### src/rtl/mhd_pkg.sv
// shared types, codes and helpers for the min-heap block
`default_nettype none

package mhd_pkg;

  // field widths fixed by the request and result formats
  localparam int unsigned DATA_W = 32;
  localparam int unsigned OP_W   = 2;
  localparam int unsigned SLOT_W = 6;
  localparam int unsigned STAT_W = 2;
  localparam int unsigned FILL_W = 7;

  // request opcodes
  localparam logic [OP_W-1:0] OP_INSERT = 2'd0;
  localparam logic [OP_W-1:0] OP_DELETE = 2'd1;
  localparam logic [OP_W-1:0] OP_READ   = 2'd2;

  // result status codes
  localparam logic [STAT_W-1:0] STATUS_OK   = 2'd0;
  localparam logic [STAT_W-1:0] STATUS_FULL = 2'd1;
  localparam logic [STAT_W-1:0] STATUS_BAD  = 2'd2;

  // sequencer states, one-hot
  typedef enum logic [6:0] {
    ST_IDLE  = 7'b0000001,  // waiting for a request
    ST_RDOUT = 7'b0000010,  // read data returning
    ST_DLOAD = 7'b0000100,  // removed key and last key returning
    ST_DDIR  = 7'b0001000,  // choose sift direction after delete
    ST_UP    = 7'b0010000,  // one sift-up level per cycle
    ST_DOWN  = 7'b0100000,  // one sift-down level per cycle
    ST_FIN   = 7'b1000000   // place the moving key, report
  } state_e;

  // signed key compare
  function automatic logic key_less(input logic signed [DATA_W-1:0] a,
                                    input logic signed [DATA_W-1:0] b);
    return a < b;
  endfunction

endpackage

`default_nettype wire

### src/rtl/mhd_ram.sv
// generic single-write, single-read ram with registered read data
`default_nettype none

module mhd_ram #(
  parameter int unsigned WIDTH = 32,
  parameter int unsigned DEPTH = 64
) (
  input  wire logic                     clk_i,
  input  wire logic                     we_i,
  input  wire logic [$clog2(DEPTH)-1:0] waddr_i,
  input  wire logic [WIDTH-1:0]         wdata_i,
  input  wire logic [$clog2(DEPTH)-1:0] raddr_i,
  output logic      [WIDTH-1:0]         rdata_o
);

  logic [WIDTH-1:0] mem_q [DEPTH];

  // write port
  always_ff @(posedge clk_i) begin
    if (we_i) begin
      mem_q[waddr_i] <= wdata_i;
    end
  end

  // registered read port
  always_ff @(posedge clk_i) begin
    rdata_o <= mem_q[raddr_i];
  end

endmodule

`default_nettype wire

### src/rtl/min_heap_delete_at_index.sv
// binary min-heap with insert, delete at slot and read slot
//
//  channel   | signals                              | handshake
//  ----------+--------------------------------------+------------------------------
//  request   | opcode_i, value_i, slot_i            | taken when start && !busy
//  result    | data_o, status_o, fill_o             | valid_o high for one cycle
//
// a rejected request answers straight from idle, a read passes through the read-out
// state, an insert sifts up unless the heap was empty, and a delete loads the removed
// and last keys, ends there if the last slot was removed, and otherwise chooses a
// direction and sifts the moved key up or down one level at a time. the key store is
// mirrored in two rams so both children are read together, and the moving key stays
// in a register and is written once it settles.
// reset clears the fill count and the sequencer; the store needs no clearing pass.
// the receiver cannot stall: busy drops in the cycle the result is shown.
`default_nettype none

module min_heap_delete_at_index
  import mhd_pkg::*;
#(
  parameter int unsigned CAPACITY = 64
) (
  input  wire logic                     clk_i,
  input  wire logic                     rst_ni,
  input  wire logic                     start,
  output logic                          busy,
  input  wire logic [OP_W-1:0]          opcode_i,
  input  wire logic signed [DATA_W-1:0] value_i,
  input  wire logic [SLOT_W-1:0]        slot_i,
  output logic                          valid_o,
  output logic signed [DATA_W-1:0]      data_o,
  output logic [STAT_W-1:0]             status_o,
  output logic [FILL_W-1:0]             fill_o
);

  localparam int unsigned AW = $clog2(CAPACITY);
  localparam int unsigned CW = $clog2(CAPACITY + 1);
  localparam int unsigned LW = CW + 1;
  localparam int unsigned SW = (CW > SLOT_W) ? CW : SLOT_W;
  localparam int unsigned XW = (CW > FILL_W) ? CW : FILL_W;
  localparam logic [CW-1:0] CAP_FILL = CW'(CAPACITY);

  state_e state_q, state_d;
  logic [CW-1:0] fill_q, fill_d;
  logic [AW-1:0] pos_q, pos_d;
  logic signed [DATA_W-1:0] cur_q, cur_d;
  logic signed [DATA_W-1:0] rem_q, rem_d;
  logic del_q, del_d;
  logic out_valid_q, out_valid_d;
  logic signed [DATA_W-1:0] out_data_q, out_data_d;
  logic [STAT_W-1:0] out_status_q, out_status_d;

  logic we;
  logic [AW-1:0] waddr;
  logic signed [DATA_W-1:0] wdata;
  logic [AW-1:0] ra_addr, rb_addr;
  logic signed [DATA_W-1:0] ra_data, rb_data;

  // parent slot of a nonzero position
  function automatic logic [AW-1:0] parent_of(input logic [AW-1:0] p);
    logic [AW-1:0] pm;
    pm = p - AW'(1);
    return pm >> 1;
  endfunction

  // left child position, wide enough to compare against the fill count
  function automatic logic [LW-1:0] left_of(input logic [AW-1:0] p);
    return LW'({p, 1'b1});
  endfunction

  // mirrored key store: both copies take every write
  mhd_ram #(.WIDTH(DATA_W), .DEPTH(CAPACITY)) u_ram_a (
    .clk_i  (clk_i),
    .we_i   (we),
    .waddr_i(waddr),
    .wdata_i(wdata),
    .raddr_i(ra_addr),
    .rdata_o(ra_data)
  );

  mhd_ram #(.WIDTH(DATA_W), .DEPTH(CAPACITY)) u_ram_b (
    .clk_i  (clk_i),
    .we_i   (we),
    .waddr_i(waddr),
    .wdata_i(wdata),
    .raddr_i(rb_addr),
    .rdata_o(rb_data)
  );

  // request decode helpers
  logic accept;
  logic [SW-1:0] slot_x;
  logic slot_ok;
  logic [CW-1:0] fill_m1;
  assign accept  = start && !busy;
  assign slot_x  = SW'(slot_i);
  assign slot_ok = slot_x < SW'(fill_q);
  assign fill_m1 = fill_q - CW'(1);

  // sift-down helpers for the current position
  logic [LW-1:0] cl, cr;
  logic cl_ok, cr_ok;
  assign cl    = left_of(pos_q);
  assign cr    = cl + LW'(1);
  assign cl_ok = cl < LW'(fill_q);
  assign cr_ok = cr < LW'(fill_q);

  // best of key, left child and right child
  logic pick_l, pick_r;
  logic signed [DATA_W-1:0] lbest;
  logic [AW-1:0] best_pos;
  logic signed [DATA_W-1:0] best_val;
  logic [LW-1:0] bl;
  logic bl_ok;
  always_comb begin
    pick_l = key_less(ra_data, cur_q);
    lbest  = pick_l ? ra_data : cur_q;
    pick_r = cr_ok && key_less(rb_data, lbest);
    if (pick_r) begin
      best_pos = cr[AW-1:0];
      best_val = rb_data;
    end else begin
      best_pos = cl[AW-1:0];
      best_val = ra_data;
    end
  end
  assign bl    = left_of(best_pos);
  assign bl_ok = bl < LW'(fill_q);

  // sift-up helpers
  logic [AW-1:0] par, gpar;
  logic up_move;
  assign par     = parent_of(pos_q);
  assign gpar    = parent_of(par);
  assign up_move = (pos_q != '0) && key_less(cur_q, ra_data);

  // sequencer
  always_comb begin
    state_d      = state_q;
    fill_d       = fill_q;
    pos_d        = pos_q;
    cur_d        = cur_q;
    rem_d        = rem_q;
    del_d        = del_q;
    out_valid_d  = 1'b0;
    out_data_d   = out_data_q;
    out_status_d = out_status_q;
    we           = 1'b0;
    waddr        = pos_q;
    wdata        = cur_q;
    ra_addr      = pos_q;
    rb_addr      = pos_q;

    case (state_q)
      ST_IDLE: begin
        if (accept) begin
          case (opcode_i)
            OP_INSERT: begin
              if (fill_q >= CAP_FILL) begin
                out_valid_d  = 1'b1;
                out_data_d   = '0;
                out_status_d = STATUS_FULL;
              end else begin
                fill_d  = fill_q + CW'(1);
                pos_d   = fill_q[AW-1:0];
                cur_d   = value_i;
                del_d   = 1'b0;
                ra_addr = parent_of(fill_q[AW-1:0]);
                state_d = (fill_q == '0) ? ST_FIN : ST_UP;
              end
            end
            OP_DELETE: begin
              if (!slot_ok) begin
                out_valid_d  = 1'b1;
                out_data_d   = '0;
                out_status_d = STATUS_BAD;
              end else begin
                fill_d  = fill_m1;
                pos_d   = slot_x[AW-1:0];
                del_d   = 1'b1;
                ra_addr = slot_x[AW-1:0];
                rb_addr = fill_m1[AW-1:0];
                state_d = ST_DLOAD;
              end
            end
            OP_READ: begin
              if (!slot_ok) begin
                out_valid_d  = 1'b1;
                out_data_d   = '0;
                out_status_d = STATUS_BAD;
              end else begin
                ra_addr = slot_x[AW-1:0];
                state_d = ST_RDOUT;
              end
            end
            default: begin
              out_valid_d  = 1'b1;
              out_data_d   = '0;
              out_status_d = STATUS_BAD;
            end
          endcase
        end
      end

      ST_RDOUT: begin
        out_valid_d  = 1'b1;
        out_data_d   = ra_data;
        out_status_d = STATUS_OK;
        state_d      = ST_IDLE;
      end

      ST_DLOAD: begin
        rem_d = ra_data;
        cur_d = rb_data;
        if (CW'(pos_q) == fill_q) begin
          // last slot removed, nothing moves
          out_valid_d  = 1'b1;
          out_data_d   = ra_data;
          out_status_d = STATUS_OK;
          state_d      = ST_IDLE;
        end else begin
          ra_addr = par;
          state_d = ST_DDIR;
        end
      end

      ST_DDIR: begin
        if (up_move) begin
          we      = 1'b1;
          wdata   = ra_data;
          pos_d   = par;
          ra_addr = gpar;
          state_d = (par == '0) ? ST_FIN : ST_UP;
        end else if (!cl_ok) begin
          state_d = ST_FIN;
        end else begin
          ra_addr = cl[AW-1:0];
          rb_addr = cr[AW-1:0];
          state_d = ST_DOWN;
        end
      end

      ST_UP: begin
        if (up_move) begin
          we      = 1'b1;
          wdata   = ra_data;
          pos_d   = par;
          ra_addr = gpar;
          state_d = (par == '0) ? ST_FIN : ST_UP;
        end else begin
          state_d = ST_FIN;
        end
      end

      ST_DOWN: begin
        if (pick_l || pick_r) begin
          we      = 1'b1;
          wdata   = best_val;
          pos_d   = best_pos;
          ra_addr = bl[AW-1:0];
          rb_addr = AW'(bl + LW'(1));
          state_d = bl_ok ? ST_DOWN : ST_FIN;
        end else begin
          state_d = ST_FIN;
        end
      end

      ST_FIN: begin
        we           = 1'b1;
        out_valid_d  = 1'b1;
        out_data_d   = del_q ? rem_q : '0;
        out_status_d = STATUS_OK;
        state_d      = ST_IDLE;
      end

      default: begin
        state_d = ST_IDLE;
      end
    endcase
  end

  // control registers
  always_ff @(posedge clk_i or negedge rst_ni) begin
    if (!rst_ni) begin
      state_q     <= ST_IDLE;
      fill_q      <= '0;
      out_valid_q <= 1'b0;
    end else begin
      state_q     <= state_d;
      fill_q      <= fill_d;
      out_valid_q <= out_valid_d;
    end
  end

  // payload registers
  always_ff @(posedge clk_i) begin
    pos_q        <= pos_d;
    cur_q        <= cur_d;
    rem_q        <= rem_d;
    del_q        <= del_d;
    out_data_q   <= out_data_d;
    out_status_q <= out_status_d;
  end

  // outputs
  logic [XW-1:0] fill_x;
  assign fill_x   = XW'(fill_q);
  assign busy     = (state_q != ST_IDLE);
  assign valid_o  = out_valid_q;
  assign data_o   = out_data_q;
  assign status_o = out_status_q;
  assign fill_o   = fill_x[FILL_W-1:0];

  // checks
  a_valid_idle: assert property (@(posedge clk_i) disable iff (!rst_ni)
    valid_o |-> !busy)
    else $error("result shown while busy");

  a_fill_cap: assert property (@(posedge clk_i) disable iff (!rst_ni)
    fill_q <= CAP_FILL)
    else $error("fill count beyond capacity");

  a_full_status: assert property (@(posedge clk_i) disable iff (!rst_ni)
    (valid_o && (status_o == STATUS_FULL)) |-> (fill_q == CAP_FILL))
    else $error("full status with room left");

  a_valid_cause: assert property (@(posedge clk_i) disable iff (!rst_ni)
    valid_o |-> $past(busy || start))
    else $error("result without a request");

endmodule

`default_nettype wire

### config.mk
export PLATFORM = sky130hd
export DESIGN_NAME = min_heap_delete_at_index
export DESIGN_NICKNAME = d
export VERILOG_FILES = /design/src/rtl/mhd_pkg.sv /design/src/rtl/mhd_ram.sv /design/src/rtl/min_heap_delete_at_index.sv
export SDC_FILE = /design/constraint.sdc
export NUM_CORES = 2
export LEC_CHECK = 0
export ABC_AREA = 0
export ABC_CLOCK_PERIOD_IN_PS = 10400
export BUFFER_PORTS_ARGS = -buffer_cell sky130_fd_sc_hd__buf_2
export CAP_MARGIN = 20
export CORE_MARGIN = 2
export CORE_UTILIZATION = 40
export CTS_CLUSTER_DIAMETER = 150
export DETAILED_ROUTE_END_ITERATION = 8
export PLACE_DENSITY = 0.59
export SLEW_MARGIN = 20
export SYNTH_ARGS = -nofsm -noshare
export SYNTH_HDL_FRONTEND = slang
export SYNTH_HIERARCHICAL = 1
export SYNTH_SLANG_ARGS = --single-unit
### constraint.sdc
create_clock -name clk_i -period 10.4 [get_ports clk_i]
set_input_delay 2.6 -clock clk_i [delete_from_list [all_inputs] [get_ports clk_i]]
set_output_delay 2.6 -clock clk_i [all_outputs]
set_load 0.01 [all_outputs]
# Word-level counts from Yosys, hierarchy flattened
# Memory sizes are Yosys's and may differ from the RTL's. A register that Yosys moved wholly into a read port is not among the register bits.
# Index checks and enable logic that the tools add are counted.
[op_classes]
reduce_logical = 23
magnitude_cmp = 8
mul = 0
div_mod_pow = 0
n_shift = 0
n_mux = 77
bitwise = 0
n_eq_ne = 26
n_addsub = 7
[ops]
columns = ["cell", "n"]
rows = [
  ["$mux 32", 12],
  ["$pmux 32 s2", 3],
  ["$pmux 32 s4", 1],
  ["$mux 6", 19],
  ["$lt 32x32->1", 3],
  ["$mux 7", 13],
  ["$pmux 6 s3", 2],
  ["$pmux 7 s5", 1],
  ["$pmux 6 s5", 1],
  ["$pmux 6 s2", 2],
  ["$pmux 7 s3", 1],
  ["$reduce_and 5->1", 4],
  ["$ne 3x3->1 const B", 5],
  ["$lt 7x7->1", 2],
  ["$pmux 7 s2", 1],
  ["$ne 2x2->1 const B", 6],
  ["$sub 6x1->6 const B", 2],
  ["$mux 1", 10],
  ["$add 7x1->8 const B", 1],
  ["$lt 8x7->1", 1],
  ["$mux 2", 4],
  ["$add 7x1->7 const B", 1],
  ["$eq 6x7->1", 1],
  ["$eq 7x1->1 const B", 1],
  ["35 further kinds", 44],
]
[word_totals]
wordCells = 152
mem_bits_ro = 0
latch_bits = 0
in_bits = 43
mem_count = 2
output_inout_bits = 43
register_bits = 120
ram_bits = 4096
[memory_table]
columns = ["memory", "words", "width", "read_ports", "rd_ports_with_merged_regs", "write_ports", "line", "source"]
rows = [
  ["u_ram_a.mem_q", 64, 32, 1, 1, 1, "mhd_ram.sv:16", "logic [WIDTH-1:0] mem_q [DEPTH];"],
  ["u_ram_b.mem_q", 64, 32, 1, 1, 1, "mhd_ram.sv:16", ""],
]

# Longest topological paths before layout
[depth]
ltp_word = 9
mapped_depth = 39
depth_no_buf = 30

# By module
# The synthesis kept the hierarchy.
[modules_own_cells]
columns = ["mod", "n_inst", "cells_per_inst", "seq_area_each_um2", "area_per_inst_um2"]
rows = [
  ["mhd_ram at u_ram_a", 1, 3511, 62139.6, 79039.6],
  ["mhd_ram at u_ram_b", 1, 3324, 62139.6, 78515.3],
  ["min_heap_delete_at_index", 1, 1083, 3529.6, 9761.9],
]

# Worst setup path before layout
# No wires, ideal clock.
[synth_path]
path_kind = "register -> register"
startpoint = "register cur_q[7]"
endpoint = "memory u_ram_a.mem_q[0][10] (data pin)"
required_time_ns = 9.203
path_buffers = 5
setup_slack_ns = -0.736
stages_incl_launch_ff = 26
synth_period_minus_slack_ns = 11.136
setup_time_ns = 1.197
arrival_time_ns = 9.939
cell_sequence = "edfxtp_1 ha_1 a41o_1 a21oi_1 nor3_1 o41ai_2 nand3_1 a32oi_1 buf_4 inv_1 clkbuf_1 nor2_1 a21oi_1 ha_1 and4_1 nand2_1 or4_1 o21ai_1 nor3_1 o211a_1 buf_6 nor2_2 buf_4 clkbuf_2 o21ai_0 o21ai_0"
[synth_between]
elab_chain_len = 7
elab_cells_between_ends = 11
cone_classes = "order compare (3); mux (5); reduce/logical (3)"
[synth_rtl]
columns = ["element", "line", "source"]
rows = [
  ["start, declared", "min_heap_delete_at_index.sv:46", "logic signed [DATA_W-1:0] cur_q, cur_d;"],
  ["start signal, assigned", "min_heap_delete_at_index.sv:298", "cur_q <= cur_d;"],
  ["$lt 32x32->1", "mhd_pkg.sv:37", "return a < b;"],
  ["$mux 32", "min_heap_delete_at_index.sv:117", "lbest = pick_l ? ra_data : cur_q;"],
  ["$lt 32x32->1", "mhd_pkg.sv:37", ""],
  ["$logic_and 1x1->1", "min_heap_delete_at_index.sv:118", "pick_r = cr_ok && key_less(rb_data, lbest);"],
  ["$mux 32 or $logic_or 1x1->1 (tied branches)", "min_heap_delete_at_index.sv:119, min_heap_delete_at_index.sv:256", ""],
  ["$mux 32", "min_heap_delete_at_index.sv:256", "if (pick_l || pick_r) begin"],
  ["$pmux 32 s2 (*)", "min_heap_delete_at_index.sv:154", "case (state_q)"],
  ["named net wdata[10]", "min_heap_delete_at_index.sv:55", "logic signed [DATA_W-1:0] wdata;"],
  ["end, declared", "mhd_ram.sv:16", ""],
]
# The timed path passes the listed nets; every way through them passes the cells marked *.

# Worst setup path after layout
[layout_path]
startpoint = "register u_ram_a.rdata_o[5], read port of u_ram_a.mem_q"
endpoint = "register u_ram_a.rdata_o[6], read port of u_ram_a.mem_q"
[layout_between]
elab_chain_len = 7
elab_cells_between_ends = 12
cone_classes = "order compare (3); mux (6); reduce/logical (3)"
[layout_rtl]
columns = ["element", "line", "source"]
rows = [
  ["start, declared", "mhd_ram.sv:13", "output logic [WIDTH-1:0] rdata_o"],
  ["$lt 32x32->1", "mhd_pkg.sv:37", ""],
  ["$mux 32", "min_heap_delete_at_index.sv:117", ""],
  ["$lt 32x32->1", "mhd_pkg.sv:37", ""],
  ["$logic_and 1x1->1", "min_heap_delete_at_index.sv:118", ""],
  ["$mux 6 or $logic_or 1x1->1 (tied branches)", "min_heap_delete_at_index.sv:119, min_heap_delete_at_index.sv:256", ""],
  ["$mux 6", "min_heap_delete_at_index.sv:256", ""],
  ["$pmux 6 s5 (*)", "min_heap_delete_at_index.sv:154", ""],
  ["named net ra_addr[3]", "min_heap_delete_at_index.sv:56", "logic [AW-1:0] ra_addr, rb_addr;"],
]
# Marks and branches as above.
# A chain may end at the register's enable or synchronous reset.

==> impl_metrics.csv <==
group,metric,value,unit
critical_path,worst-setup-path-type,"reg -> reg",
critical_path,startpoint_type,"flop",
logic_synthesis,ys_warn_count,6,
sta,min_period,10120,ps
logic_synthesis,syn-num-nets,8059,
critical_path,rrSetupSlack,280,ps
die,rows,237,
clock_tree,clock_path_buffers,4,
sta,hold_viol,0,
global_route,grtUsageTotal,0.2220,
logic_synthesis,synthArstFlopShare,0.003505,
drt,drc,0,
critical_path,critPathSlowestCell,"o21ai_0",
finish,drive_above_1_share,0.2602,
finish,utilization,0.4590,
logic_synthesis,synthTopCellsByArea,"edfxtp_1 (75%), mux4_2 (13%), mux2i_1 (1.9%)",
logic_synthesis,synth-main-ff-cell,"edfxtp_1",
logic_synthesis,yosysUniqueCellTypes,90,
logic_synthesis,synth_largest_area_cell,"edfxtp_1",
worst_hold_path,min_to,"rem_q[1]",
critical_path,slowest_delay,860,ps
die,dieArea,0.4235,mm^2
finish,final_area,0.1913,mm^2
clock_tree,cts_made_buffers,424,
die,boundaryPins,86,
sta,skew,69.55,ps
sta,rsz0062_at_grt,"false",
placed_design,finalWeightedCongestion,0.8859,
critical_path,r2r_end,"u_ram_a/rdata_o[6]",
die,initial_utilization,0.4016,
sta,worstMarginPinSlew,1184,ps
global_route,grt_pass1_vias,85591,
finish,multi_input_area,0.03839,mm^2
worst_hold_path,hold_start,"u_ram_a/rdata_o[1]",
logic_synthesis,synthTopCellsByCount,"edfxtp_1 (4201), mux4_2 (990), mux2i_1 (315)",
sta,whs,471.4,ps
run_status,status,"completed",
drt,firstDrtPassIters,5,
drt,routedWlPerCell,33.69,um
logic_synthesis,yosysTopAreaCellShare,0.7540,
power,p_total,67.23,mW
global_route,gr-total-overflow,0,
critical_path,path_max_fanout,26,
logic_synthesis,ys_ff_latch,4280,
clock_tree,cts_tree,"built",
power,pwr_density_cell,351.5,mW/mm^2
die,core-area,0.4166,mm^2
global_route,grt_pass1_wl,669300,um
clock_tree,clk_pin_slew,60,ps
logic_synthesis,post-synth-top-count-cell,"edfxtp_1",
die,die_w,650.8,um
sta,drv_slew,0,
clock_tree,cts_num_sinks,4280,
finish,n_fill_cell,34281,
worst_hold_path,hold_class,"reg -> reg",
drt,num_vias,85709,
logic_synthesis,synth_edf_count,4201,
die,fp.dieH,650.8,um
logic_synthesis,syn_inst,7918,
logic_synthesis,netlist_area,0.1673,mm^2
logic_synthesis,ys_seq_area_frac,0.7639,
placed_design,place_area,0.1772,mm^2
worst_hold_path,min_path_cells,0,
drt,drt.antenna.violating_nets,0,
clock_tree,htree_levels,5,
placed_design,dpl.hpwl,285600,um
clock_tree,clk_latency,1010,ps
global_route,grt_max_degree,105,
sta,setup_viol,0,
critical_path,worstPathArrival,10930,ps
critical_path,critPathCaptureType,"flop",
power,irDropWorstVdd,0.4012,mV
logic_synthesis,syn_area_per_cell,21.13,um^2
sta,fmax,0.09884,GHz
placed_design,io_buffers,85,
critical_path,crit_required,11210,ps
finish,register_area,0.1278,mm^2
drt,viasPerCell,6.021,
critical_path,reg2reg_depth,28,
sta,slew_headroom,0.2078,
drt,routed_wl,479600,um
global_route,antenna_found_initial,28,
finish,areaGrowthSynthToFinish,14.30,%
finish,nets,8494,
critical_path,worstReg2RegStart,"u_ram_a/rdata_o[5]",
sta,period_share,0.9728,
drt,detail_route.iter0.violations,10895,
power,leakagePower,60.20,nW
flow_run,max_cap_viol_count,0,
clock_tree,root_buffer,"clkbuf_16",
==> sequential cells by signal (all words and copies together) (netlist names) <==
name,flops
cur_q,32
data_o,32
del_q,1
fill_o,7
pos_q,6
rem_q,32
state_q,7
status_o,2
u_ram_a/mem_q,2048
u_ram_a/rdata_o,32
u_ram_b/mem_q,2048
u_ram_b/rdata_o,32
valid_o,1
==> critical path, delay by kind of cell (launching register included) <==
family / cells / cell delay, ps
DFF: 1 / 660
muxes: 1 / 400
adders and majority gates: 2 / 690
and+or+nand+nor: 10 / 3290
AOI/OAI and AO/OA: 11 / 3500
buffers and inverters: 4 / 1240
==> cells by family (layout without fill, tap and decap cells) <==
logic type	after synthesis	count (layout)	synth area share
fa+ha+maj	98	98	0.007328
simple gates	809	809	0.02271
other cells	0	26	0
buf+inv	508	1303	0.01594
mux	1308	1308	0.1523
flops	4280	4280	0.7639
compound gates	885	885	0.03625
xor+xnor	30	30	0.001570
==> report_power, final <==
part	total, mW	switching, mW	internal [mW]	leakage (nW)
Clock	15.3	6.51	8.78	6.72
Sequential	20.5	0.495	20.0	38.5
Combinational	31.4	19.1	12.3	15.0
Total	67.2	26.1	41.1	60.2
==> worst max-delay path by stage <==
| stage | start | end | slack, ps | depth (start not counted) |
|---|---|---|---|---|
| 2_1_floorplan | cur_q[7] | u_ram_a/mem_q[0][11] | -710 | 25 |
| 3_3_place_gp | u_ram_a/rdata_o[31] | u_ram_b/rdata_o[5] | 60 | 27 |
| 3_5_place_dp | u_ram_a/rdata_o[31] | u_ram_b/rdata_o[7] | 220 | 27 |
| 4_1_cts | u_ram_a/rdata_o[5] | u_ram_b/rdata_o[7] | 110 | 28 |
| 5_1_grt | u_ram_a/rdata_o[5] | u_ram_b/rdata_o[5] | 50 | 28 |
| 6_report | u_ram_a/rdata_o[5] | u_ram_a/rdata_o[6] | 280 | 28 |
==> layer usage <==
layer  GRT usage  vias to the layer above  wire, um
met3     0.02711                      761     34490
li1            -                    34244         -
met1      0.3021                    46697    189700
met4     0.08424                        6     19990
met2      0.3675                     4001    235500
met5           0                        -        36
==> cells in the final DEF (no fill, tap or decap), drive strengths merged, types with 14 or more instances in the layout <==
master  Yosys  routed
edfxtp   4201    4201
mux4      990     990
clkbuf    194     545
buf       251     453
mux2i     315     315
nor2      281     281
nand2     232     232
clkinv      2     175
a22oi     166     166
a21oi     151     151
o22ai     132     132
o21ai     127     127
ha         98      98
nand3      78      78
inv        61      76
dfxtp      64      64
o221ai     51      51
a22o       46      46
bufinv      0      42
nor2b      39      39
nor3       34      34
a211oi     27      27
a31oi      27      27
diode       0      26
xnor2      24      24
nand4      24      24
o211ai     23      23
and3       22      22
nand2b     18      18
nand3b     16      16
a21o       14      14
dfrtp      14      14
o22a       14      14
==> through the flow <==
stage                     setup WS (ps)  setup TNS, ps  cells
final                             282.8              0  14236
after global routing              51.30              0  14221
after CTS                         114.3              0  14197
after detailed placement          224.3              0  13411
after global placement            55.54              0  13404
after floorplan                  -705.7       -1367060   7918
==> what timing repair did <==
action	in CTS	in global routing
hold buffers	0	0
setup buffers	0	6
endpoints found under the hold margin	0	0
gates resized for setup	0	5
endpoints found under the setup margin	0	6
==> layout make-up <==
cell class / count / share of cell area
clock buffer: 544 / 0.05961
multi-input combinational: 3130 / 0.2007
inverter: 63 / 0.001236
antenna: 26 / 0.0003402
sequential: 4280 / 0.6683
clock inverter: 242 / 0.01252
timing repair buffer: 454 / 0.02132
tap: 5497 / 0.03596
(Power assumes the default switching activity.)
